==> src/hpp_pkg.sv <==
// ----------------------------------------------------------------------------
// hpp_pkg
// shared types, widths and constants of the homogeneous point projection
// ----------------------------------------------------------------------------
package hpp_pkg;

   // fixed point format
   localparam int FRAC_BITS = 16;
   localparam int PT_W      = 32;
   localparam int OUT_W     = 48;

   // configuration port
   localparam int CSR_W     = 64;
   localparam int CSR_IDX_W = 3;

   localparam logic [CSR_IDX_W-1:0] CSR_ROW0_LO = CSR_IDX_W'(0);
   localparam logic [CSR_IDX_W-1:0] CSR_ROW0_HI = CSR_IDX_W'(1);
   localparam logic [CSR_IDX_W-1:0] CSR_ROW1_LO = CSR_IDX_W'(2);
   localparam logic [CSR_IDX_W-1:0] CSR_ROW1_HI = CSR_IDX_W'(3);
   localparam logic [CSR_IDX_W-1:0] CSR_ROW2_LO = CSR_IDX_W'(4);
   localparam logic [CSR_IDX_W-1:0] CSR_ROW2_HI = CSR_IDX_W'(5);

   // identity camera after reset: 1.0 on the diagonal of the left 3x3
   localparam logic [CSR_W-1:0] FIX_ONE      = CSR_W'(64'd1 << FRAC_BITS);
   localparam logic [CSR_W-1:0] RST_ROW0_LO  = FIX_ONE;
   localparam logic [CSR_W-1:0] RST_ROW0_HI  = '0;
   localparam logic [CSR_W-1:0] RST_ROW1_LO  = FIX_ONE << PT_W;
   localparam logic [CSR_W-1:0] RST_ROW1_HI  = '0;
   localparam logic [CSR_W-1:0] RST_ROW2_LO  = '0;
   localparam logic [CSR_W-1:0] RST_ROW2_HI  = FIX_ONE;

   // datapath widths
   localparam int PROD_W   = 2 * PT_W;
   localparam int TERM_W   = PROD_W - FRAC_BITS;
   localparam int SUM_W    = TERM_W + 2;
   localparam int MAG_W    = SUM_W - 1;
   localparam int INT_BITS = 31;
   localparam int Q_W      = INT_BITS + FRAC_BITS;
   localparam int FIN_W    = (Q_W + 1 > OUT_W) ? Q_W + 1 : OUT_W;

   // saturation limits as quotient magnitudes
   localparam logic [Q_W-1:0] POS_SAT = Q_W'(64'd2147483644 << FRAC_BITS);
   localparam logic [Q_W-1:0] NEG_SAT = Q_W'(64'd2147483645 << FRAC_BITS);

   // both coordinates of a point behind the camera
   localparam logic [FIN_W-1:0] BEHIND_WIDE = FIN_W'(0) - FIN_W'(64'd65535 << FRAC_BITS);
   localparam logic [OUT_W-1:0] BEHIND_UV   = BEHIND_WIDE[OUT_W-1:0];

   typedef logic [2:0][3:0][PT_W-1:0] matrix_type;

   typedef struct packed {
      logic signed [PT_W-1:0] point_x;
      logic signed [PT_W-1:0] point_y;
      logic signed [PT_W-1:0] point_z;
      logic signed [PT_W-1:0] point_w;
   } req_payload_type;

   typedef struct packed {
      logic signed [OUT_W-1:0] image_u;
      logic signed [OUT_W-1:0] image_v;
      logic                    behind_camera;
   } rsp_payload_type;

   // one division job handed from the matrix stages to the divider
   typedef struct packed {
      logic             behind;
      logic             neg_u;
      logic             neg_v;
      logic             sat_u;
      logic             sat_v;
      logic [MAG_W-1:0] num_u;
      logic [MAG_W-1:0] num_v;
      logic [MAG_W-1:0] den;
   } quot_job_type;

   typedef struct packed {
      logic [MAG_W-1:0] rem;
      logic [Q_W-1:0]   acc;
   } div_lane_type;

   typedef struct packed {
      logic             behind;
      logic             neg_u;
      logic             neg_v;
      logic             sat_u;
      logic             sat_v;
      logic [MAG_W-1:0] den;
      div_lane_type     lane_u;
      div_lane_type     lane_v;
   } div_stage_type;

endpackage

==> src/hpp_out_skid.sv <==
// ----------------------------------------------------------------------------
// hpp_out_skid
// two-entry output buffer, full flag comes straight from a register
// ----------------------------------------------------------------------------
module hpp_out_skid (
   input  logic                     clock,
   input  logic                     reset,
   input  logic                     push,
   input  hpp_pkg::rsp_payload_type push_data,
   output logic                     full,
   output logic                     rsp_valid,
   input  logic                     rsp_ready,
   output hpp_pkg::rsp_payload_type rsp_payload
);
   import hpp_pkg::*;

   logic [1:0]      count_ff;
   logic [1:0]      count_in;
   rsp_payload_type slot0_ff;
   rsp_payload_type slot0_in;
   rsp_payload_type slot1_ff;
   rsp_payload_type slot1_in;
   logic            pop;

   assign pop = rsp_valid && rsp_ready;

   always_comb begin
      count_in = 2'(count_ff + {1'b0, push} - {1'b0, pop});
      slot0_in = slot0_ff;
      slot1_in = slot1_ff;
      if (pop) begin
         slot0_in = slot1_ff;
      end
      if (push) begin
         if ((count_ff == 2'd0) || pop) begin
            slot0_in = push_data;
         end else begin
            slot1_in = push_data;
         end
      end
   end

   always_ff @(posedge clock) begin
      if (reset) begin
         count_ff <= 2'd0;
      end else begin
         count_ff <= count_in;
      end
   end

   always_ff @(posedge clock) begin
      slot0_ff <= slot0_in;
      slot1_ff <= slot1_in;
   end

   assign full        = (count_ff == 2'd2);
   assign rsp_valid   = (count_ff != 2'd0);
   assign rsp_payload = slot0_ff;

endmodule

==> config.mk <==
export PLATFORM = sky130hd
export DESIGN_NAME = hpp_out_skid
export DESIGN_NICKNAME = d
export VERILOG_FILES = /design/src/hpp_pkg.sv /design/src/hpp_out_skid.sv
export SDC_FILE = /design/constraint.sdc
export NUM_CORES = 1
export LEC_CHECK = 0
export BUFFER_PORTS_ARGS = -buffer_cell sky130_fd_sc_hd__clkbuf_2
export CAP_MARGIN = 20
export CORE_MARGIN = 2
export CORE_UTILIZATION = 40
export DETAILED_ROUTE_END_ITERATION = 7
export PLACE_DENSITY = 0.6
export SYNTH_ARGS = -nofsm -noshare
export SYNTH_HDL_FRONTEND = slang
export SYNTH_SLANG_ARGS = --single-unit
==> constraint.sdc <==
create_clock -name clock -period 16.82 [get_ports clock]
set_input_delay 0.841 -clock clock [delete_from_list [all_inputs] [get_ports clock]]
set_output_delay 0.841 -clock clock [all_outputs]
set_load 0.005 [all_outputs]
Yosys cells after proc, flatten, opt, wreduce, memory -nomap -nowiden:

Index checks and enable logic that the tools add are counted.

* equal/unequal tests: 1
* reduce and logical (&&, ||, !) cells: 5
* muxes and demuxes: 3
* bitwise operators: 1
* $add $sub $neg: 2

Operators with widths (number)
* $mux 97: 3
* $add 2x1->2: 1
* $eq 2x2->1 const B: 1
* $logic_not 2->1: 1
* $reduce_and 2->1: 1
* $reduce_bool 2->1: 1
* $sub 2x1->2: 1
* $logic_and 1x1->1: 1
* $logic_or 1x1->1: 1
* $not 1->1: 1

* register bits after elaboration: 196
* word-level logic and storage cells: 19
* output and inout port bits: 99

Logic depth before layout (Yosys ltp):

Gate-level depths: netlist of run 1.

* depth in word-level cells: 5
* depth in mapped cells: 10
* mapped depth without buffers: 7

Worst setup path before layout of run 1:

Ideal clock, no wire load.

* kind: input to register
* start: input rsp_ready
* end: register slot1_ff[0] in the netlist's numbering, enable pin
* arrival: 8537 ps
* stages on the path: 4
* setup time: 692 ps
* setup slack: 7592 ps
* buffers on the path: 3
* path through: buf_2 -> buf_2 -> buf_1 -> nor3b_1

* cells in the longest elaborated chain, start to end: 4

RTL lines
* start, declared: RTL line hpp_out_skid.sv:12 `input logic rsp_ready,`
* $logic_and 1x1->1: RTL line hpp_out_skid.sv:25 `assign pop = rsp_valid && rsp_ready;`
* $logic_or 1x1->1: RTL line hpp_out_skid.sv:35 `if ((count_ff == 2'd0) || pop) begin`
* $not 1->1 (no line)
* $reduce_and 2->1 (no line)
* end signal, assigned: RTL line hpp_out_skid.sv:53 `slot1_ff <= slot1_in;`
* end, declared: RTL line hpp_out_skid.sv:21 `rsp_payload_type slot1_ff;`

No other way between the ends.
A chain may end at the register's enable or synchronous reset.

==> run summary, run 1 <==
core area: 20800 um^2
Mapped Cells: 771
max cap viols: 0
Initial Utilization: 40.4%
count leader, synth: dfxtp_1
area grow syn2layout: 19.8%
hold_buf cts: 0
Die ar.: 22200 um^2
unrepaired setup endpoints after global routing: false
WS Path Type: primary input to flip-flop
DR vias: 6464
power per cell area: 175 nW/um^2
leading cell types by count after synthesis: dfxtp_1, nand2b_1
Clk Latency, worst-skew pair: 430 ps
Hold Fails Final Rpt: 0
setup_tns: 0 ps
Max-slew headroom: 31.2%
Final ANT Viol Nets: 0
gr ovfl total: 0
fin nets: 1027
synthesized area: 8420 um^2
Die X: 149 um
Bufs on Longest Clock Path: 2
post-DP HPWL: 12.3 mm
f_max: 335 MHz
most used flip-flop cell after synthesis: dfxtp_1
max-slew violations: 0
clock buffer count from CTS: 17
Root Driver: clkbuf_16
placer congestion estimate: 0.701
ANT cells: 0
worst ir drop on vdd: 90.0 uV
fill count: 1916
First-pass DRT Iterations: 6
number of port buffers: 199
Yosys reg bits: 196
Die Ht: 149 um
crit path time final: 2990 ps
layout cell share with drive strength beyond 1: 29.1%
setup bufs post-CTS: 0
H-tree Lvls: 4
leakage: 3.83 nW
# setup viols final: 0
CP Launch Type: primary input
Rows: 53
Setup WS post-layout: 13830 ps
TritonCTS sink count: 196
first-pass GRT wire length: 33.3 mm
largest net degree at the start of global routing: 110
post-synth cell types: 24
PostCTS Resize Cnt: 0
async set-reset flop share out of synthesis: 0%
Synth Net Count: 874
CP Capture Type: flip-flop
DRC: 0
initial antenna violation count: 1
status: finished clean
synthesized area per cell: 10.9 um^2
DR vias/cell: 5.33
top post-synthesis cells by area: edfxtp_1, dfxtp_1, o31ai_1
CTS tree: built
routed wire length: 21.2 mm
final worst path period share: 17.8%
Clock transition at path regs: 70 ps
area leader, netlist: edfxtp_1
sequential share of the synthesized area: 58.2%
Arr. time, crit path: 3330 ps
Worst Path Required: 17170 ps
gr usage total: 19.1%
Synth top area share: 34.6%
number of synthesized flops with an enable pin: 97
dpl ws: 13400 ps
HP Class: flip-flop to flip-flop
First DRT Iteration DRCs: 361
io pins: 200
vias in the first global route: 6086
Tightest Pin Transition: 1030 ps
Wirelength per Cell: 17.5 um
Syn. warnings: 0
crit path max fanout: 109
Worst Skew: 10.7 ps
==> metal layers <==
metal | track usage [%] | routed length (um) | vias up
met5 | 0 | 0 | -
met4 | 4.48 | 149 | 0
met3 | 5.90 | 1550 | 10
met2 | 29.7 | 9330 | 181
met1 | 26.3 | 10200 | 3094
li1 | - | - | 3179
==> worst max-delay path, cell delays in order <==
cell and delay, ps:
buf_6 530, nor3b_4 960, buf_4 590, nor3_1 110, a211oi_2 190
==> placed cells by master (no fill, tap or decap), types with 2 or more instances in the layout <==
cell	netlist	final
inv_8	0	4
buf_4	2	11
edfxtp_1	97	97
ha_1	2	2
dfxtp_1	99	99
nor3_1	97	97
nor2_1	97	97
nor2b_1	2	2
a211oi_1	67	67
inv_6	0	2
clkbuf_16	0	18
inv_1	3	3
nand2b_1	98	98
o31ai_1	97	97
a211oi_2	29	29
clkinv_4	0	4
clkbuf_2	0	197
==> path summary, 6_finish.rpt <==
kind | start | endpoint | slack [ps] | depth (start not counted)
worst min register to register | rsp_payload[95] | rsp_payload[95] | 530 | 2
worst max register to register | count_ff[1] | rsp_payload[79] | 14500 | 4
worst max-delay path | push | rsp_payload[79] | 13830 | 5
worst min-delay path | rsp_payload[95] | rsp_payload[95] | 530 | 2
==> sequential cells by signal, indices dropped and copies added, names as in the netlist <==
signal       cells
slot1_ff        97
rsp_payload     97
count_ff         2
==> power breakdown <==
| part | leakage [nW] | internal, mW | switching [mW] | total (mW) |
|---|---|---|---|---|
| clock | 0.278 | 0.204 | 0.194 | 0.398 |
| combinational | 1.83 | 0.245 | 0.371 | 0.615 |
| sequential | 1.72 | 0.665 | 0.0835 | 0.748 |
| total | 3.83 | 1.11 | 0.648 | 1.76 |
==> kinds of logic after synthesis <==
group	after synthesis	share of synthesized area (%)
xor+xnor	2	0.208
fa+ha+maj	2	0.297
flops	196	58.2
buf+inv	78	4.25
simple gates	298	18.0
compound gates	195	19.1
==> metrics by stage <==
step	hold WS, ps	utilization [%]	power, mW	std cells	area, um^2
2_1_floorplan	499	-	1.14	771	8420
3_3_place_gp	525	45.7	1.38	1180	9520
3_5_place_dp	532	45.7	1.39	1180	9520
4_1_cts	550	48.4	1.79	1212	10100
5_1_grt	568	48.4	1.89	1212	10100
6_report	532	48.4	1.76	1212	10100
==> cell type report <==
class                           instances  area (um^2)  area share, %
Inverter                                3         11.3          0.112
Sequential cell                       196         4890           48.5
Clock inverter                         13          114           1.13
Timing Repair Buffer                  209         1080           10.7
Clock buffer                           19          454           4.50
Tap cell                              275          344           3.41
Multi-Input combinational cell        497         3190           31.6
No activity file was read; power rests on OpenSTA's default activity.
==> run 2, diff against run 1 <==
--- a/config.mk
+++ b/config.mk
@@ -5,12 +5,13 @@
 export SDC_FILE = /design/constraint.sdc
 export NUM_CORES = 1
 export LEC_CHECK = 0
+export ABC_AREA = 1
 export BUFFER_PORTS_ARGS = -buffer_cell sky130_fd_sc_hd__clkbuf_2
 export CAP_MARGIN = 20
 export CORE_MARGIN = 2
 export CORE_UTILIZATION = 40
 export DETAILED_ROUTE_END_ITERATION = 7
-export PLACE_DENSITY = 0.6
+export PLACE_DENSITY = 0.61
 export SYNTH_ARGS = -nofsm -noshare
 export SYNTH_HDL_FRONTEND = slang
 export SYNTH_SLANG_ARGS = --single-unit
==> constraint.sdc (replaced) <==
create_clock -name clock -period 2.91 [get_ports clock]
set_input_delay 0.1455 -clock clock [delete_from_list [all_inputs] [get_ports clock]]
set_output_delay 0.1455 -clock clock [all_outputs]
set_load 0.005 [all_outputs]
==> run summary, run 2 <==
Hold Fails Final Rpt: 0 (unchanged)
# setup viols final: 0 (unchanged)
hold wc startpoint: push (was rsp_payload[95])
overall power: 9.88 mW (was 1.76 mW)
commonest non-fill, non-tap cell in the layout: nand3_1 (was clkbuf_2)
DR vias: 6974 (was 6464)
Switching Fraction: 35.7% (was 36.8%)
ANT cells: 0 (unchanged)
area leader, netlist: edfxtp_1 (unchanged)
HP Class: primary input to flip-flop (was flip-flop to flip-flop)
Clk Latency, worst-skew pair: 430 ps (about the same)
gr ovfl total: 0 (unchanged)
CP Capture Type: output pin (was flip-flop)
final worst path period share: 65.9%
unrepaired setup endpoints after global routing: false (unchanged)
Crit Reg-Reg Endpoint: slot1_ff[90] (was rsp_payload[79])
Final Hold Slack: 110 ps (was 532 ps)
CP startpoint: count_ff[1] (was push)
number of port buffers: 199 (unchanged)
Die ar.: 21700 um^2 (was 22200 um^2)
f_max: 522 MHz
largest net degree at the start of global routing: 98 (was 110)
power per cell area: 903 nW/um^2 (was 175 nW/um^2)
synthesized area: 8230 um^2 (was 8420 um^2)
Tightest Pin Transition: 1040 ps (was 1030 ps)
Post-Place Cell Area: 9390 um^2 (was 9520 um^2)
io pins: 200 (unchanged)
post-DP HPWL: 11.8 mm (was 12.3 mm)
Int Power: 6.35 mW (was 1.11 mW)
switching power: 3.53 mW (was 0.648 mW)
reg-to-reg startpoint: count_ff[1] (unchanged)
initial antenna violation count: 0 (was 1)
max cap viols: 0 (unchanged)
Setup WS post-layout: 993 ps (was 13830 ps)
most frequent cells in the layout: nand3_1, inv_1, clkbuf_2 (was clkbuf_2, dfxtp_1, nand2b_1)
sequential share of the synthesized area: 59.5% (was 58.2%)
CTS tree: built (unchanged)
TritonCTS sink count: 196 (unchanged)
most used flip-flop cell after synthesis: dfxtp_1 (unchanged)
number of synthesized flops with an enable pin: 97 (unchanged)
setup bufs post-CTS: 0 (unchanged)
area grow syn2layout: 33.0% (was 19.8%)
Worst R2R Path Depth: 5 (was 4)
Bufs on Longest Clock Path: 2 (unchanged)
fin nets: 1328 (was 1027)
Die X: 147 um (was 149 um)
register area: 4890 um^2 (unchanged)
Rows: 52 (was 53)
Layout Utilization: 54.1% (was 48.4%)
H-tree Lvls: 4 (unchanged)
Final ANT Viol Nets: 0 (unchanged)
Die Ht: 147 um (was 149 um)
vias in the first global route: 6753 (was 6086)
max-slew violations: 0 (unchanged)
clock buffer count from CTS: 17 (unchanged)
post-synth cell types: 16 (was 24)
crit path time final: 1920 ps
leakage: 5.62 nW (was 3.83 nW)
core area: 20200 um^2 (was 20800 um^2)
WS Path Type: flip-flop to output pin (was primary input to flip-flop)
Logic pwr share: 34.7% (was 34.9%)
top post-synthesis cells by area: edfxtp_1, dfxtp_1, nand3_1 (was edfxtp_1, dfxtp_1, o31ai_1)
Worst Path Required: 2760 ps (was 17170 ps)
gr usage total: 19.9% (was 19.1%)
area occupied by multi-input gates: 2300 um^2 (was 3190 um^2)
R2R setup slack: 1140 ps (was 14500 ps)
DR vias/cell: 4.62 (was 5.33)
Clk network pwr share: 22.1% (was 22.6%)
First-pass DRT Iterations: 5 (was 6)
fill count: 1903 (was 1916)
setup_tns: 0 ps (unchanged)
power share of the sequential group: 43.2% (was 42.5%)
Hold Path Sink: rsp_payload[18] (was rsp_payload[95])
hold path depth: 3 (was 2)
Initial Utilization: 40.7% (was 40.4%)
Root Driver: clkbuf_16 (unchanged)
First DRT Iteration DRCs: 408 (was 361)
status: finished clean (unchanged)
Yosys reg bits: 196 (unchanged)
Arr. time, crit path: 1770 ps (was 3330 ps)
Worst Skew: 13.0 ps (was 10.7 ps)
layout cell share with drive strength beyond 1: 19.7% (was 29.1%)
Syn. warnings: 0 (unchanged)
Synth Net Count: 1063 (was 874)
leading cell types by count after synthesis: nand3_1, inv_1, nand2_1 (was dfxtp_1, nand2b_1)
CP Launch Type: flip-flop (was primary input)
Design Area, Final: 10900 um^2 (was 10100 um^2)
dpl cells: 1377 (was 1180)
routed wire length: 21.3 mm (was 21.2 mm)
worst ir drop on vdd: 637 uV (was 90.0 uV)
first-pass GRT wire length: 34.5 mm (was 33.3 mm)
dpl ws: 1030 ps (was 13400 ps)
crit path max fanout: 53 (was 109)
Mapped Cells: 960 (was 771)
placer congestion estimate: 0.739 (was 0.701)
synthesized area per cell: 8.57 um^2 (was 10.9 um^2)
Synth top area share: 35.4% (was 34.6%)
Wirelength per Cell: 14.1 um (was 17.5 um)
async set-reset flop share out of synthesis: 0% (unchanged)
Max-slew headroom: 30.6% (was 31.2%)
count leader, synth: nand3_1 (was dfxtp_1)
final cell count without fillers: 1508 (was 1212)
DRC: 0 (unchanged)
Clock transition at path regs: 70 ps (about the same)
[run 2: how the worst max path moves through the flow]
stage / end / slack, ps / depth (start not counted)
floorplan: slot1_ff[0] / 200 / 5
finish: rsp_valid / 990 / 4
CTS: rsp_valid / 980 / 4
detailed placement: rsp_payload[11] / 1030 / 5
global placement: rsp_payload[29] / 1050 / 5
global route: rsp_valid / 890 / 4
[run 2: power groups by stage]
stage	combinational (mW)	sequential [mW]	clock, mW
CTS	3.46	4.27	2.24
finish	3.43	4.27	2.18
global route	3.94	4.37	2.35
detailed placement	3.35	4.33	0
floorplan	1.97	4.30	0
global placement	3.30	4.31	0
[run 2: critical path, cell delays in order (launching register included)]
cell	delay [ps]
dfxtp_1	430
inv_2	80
nand2_4	80
buf_4	490
clkbuf_2	220
[run 2: logic make-up after synthesis]
kind of cell,after synthesis,share of synthesized area [%]
compound gates,1,0.106
simple gates,495,27.3
buf+inv,265,12.7
xor+xnor,1,0.106
fa+ha+maj,2,0.304
flops,196,59.5
[run 2: cell type report]
type	count	area share (%)
Tap cell	270	3.09
Inverter	203	6.97
Clock inverter	8	0.503
Multi-Input combinational cell	499	21.0
Timing Repair Buffer	308	19.2
Sequential cell	196	44.7
Clock buffer	24	4.40
[run 2: repair_timing]
item	in CTS	in global routing
resized for setup	0	0
endpoints found under the hold margin	196	0
endpoints found under the setup margin	0	0
hold buffers	98	0
[run 2: metal layers]
layer  share of wire [%]  track usage (%)  vias up  wire length, um
met2                  47             33.1      210            10000
li1                    -                -     3561                -
met3                 5.7             3.73       16             1220
met5                   0                0        -                0
met1                  46             26.9     3187             9830
met4                0.94             5.43        0              201
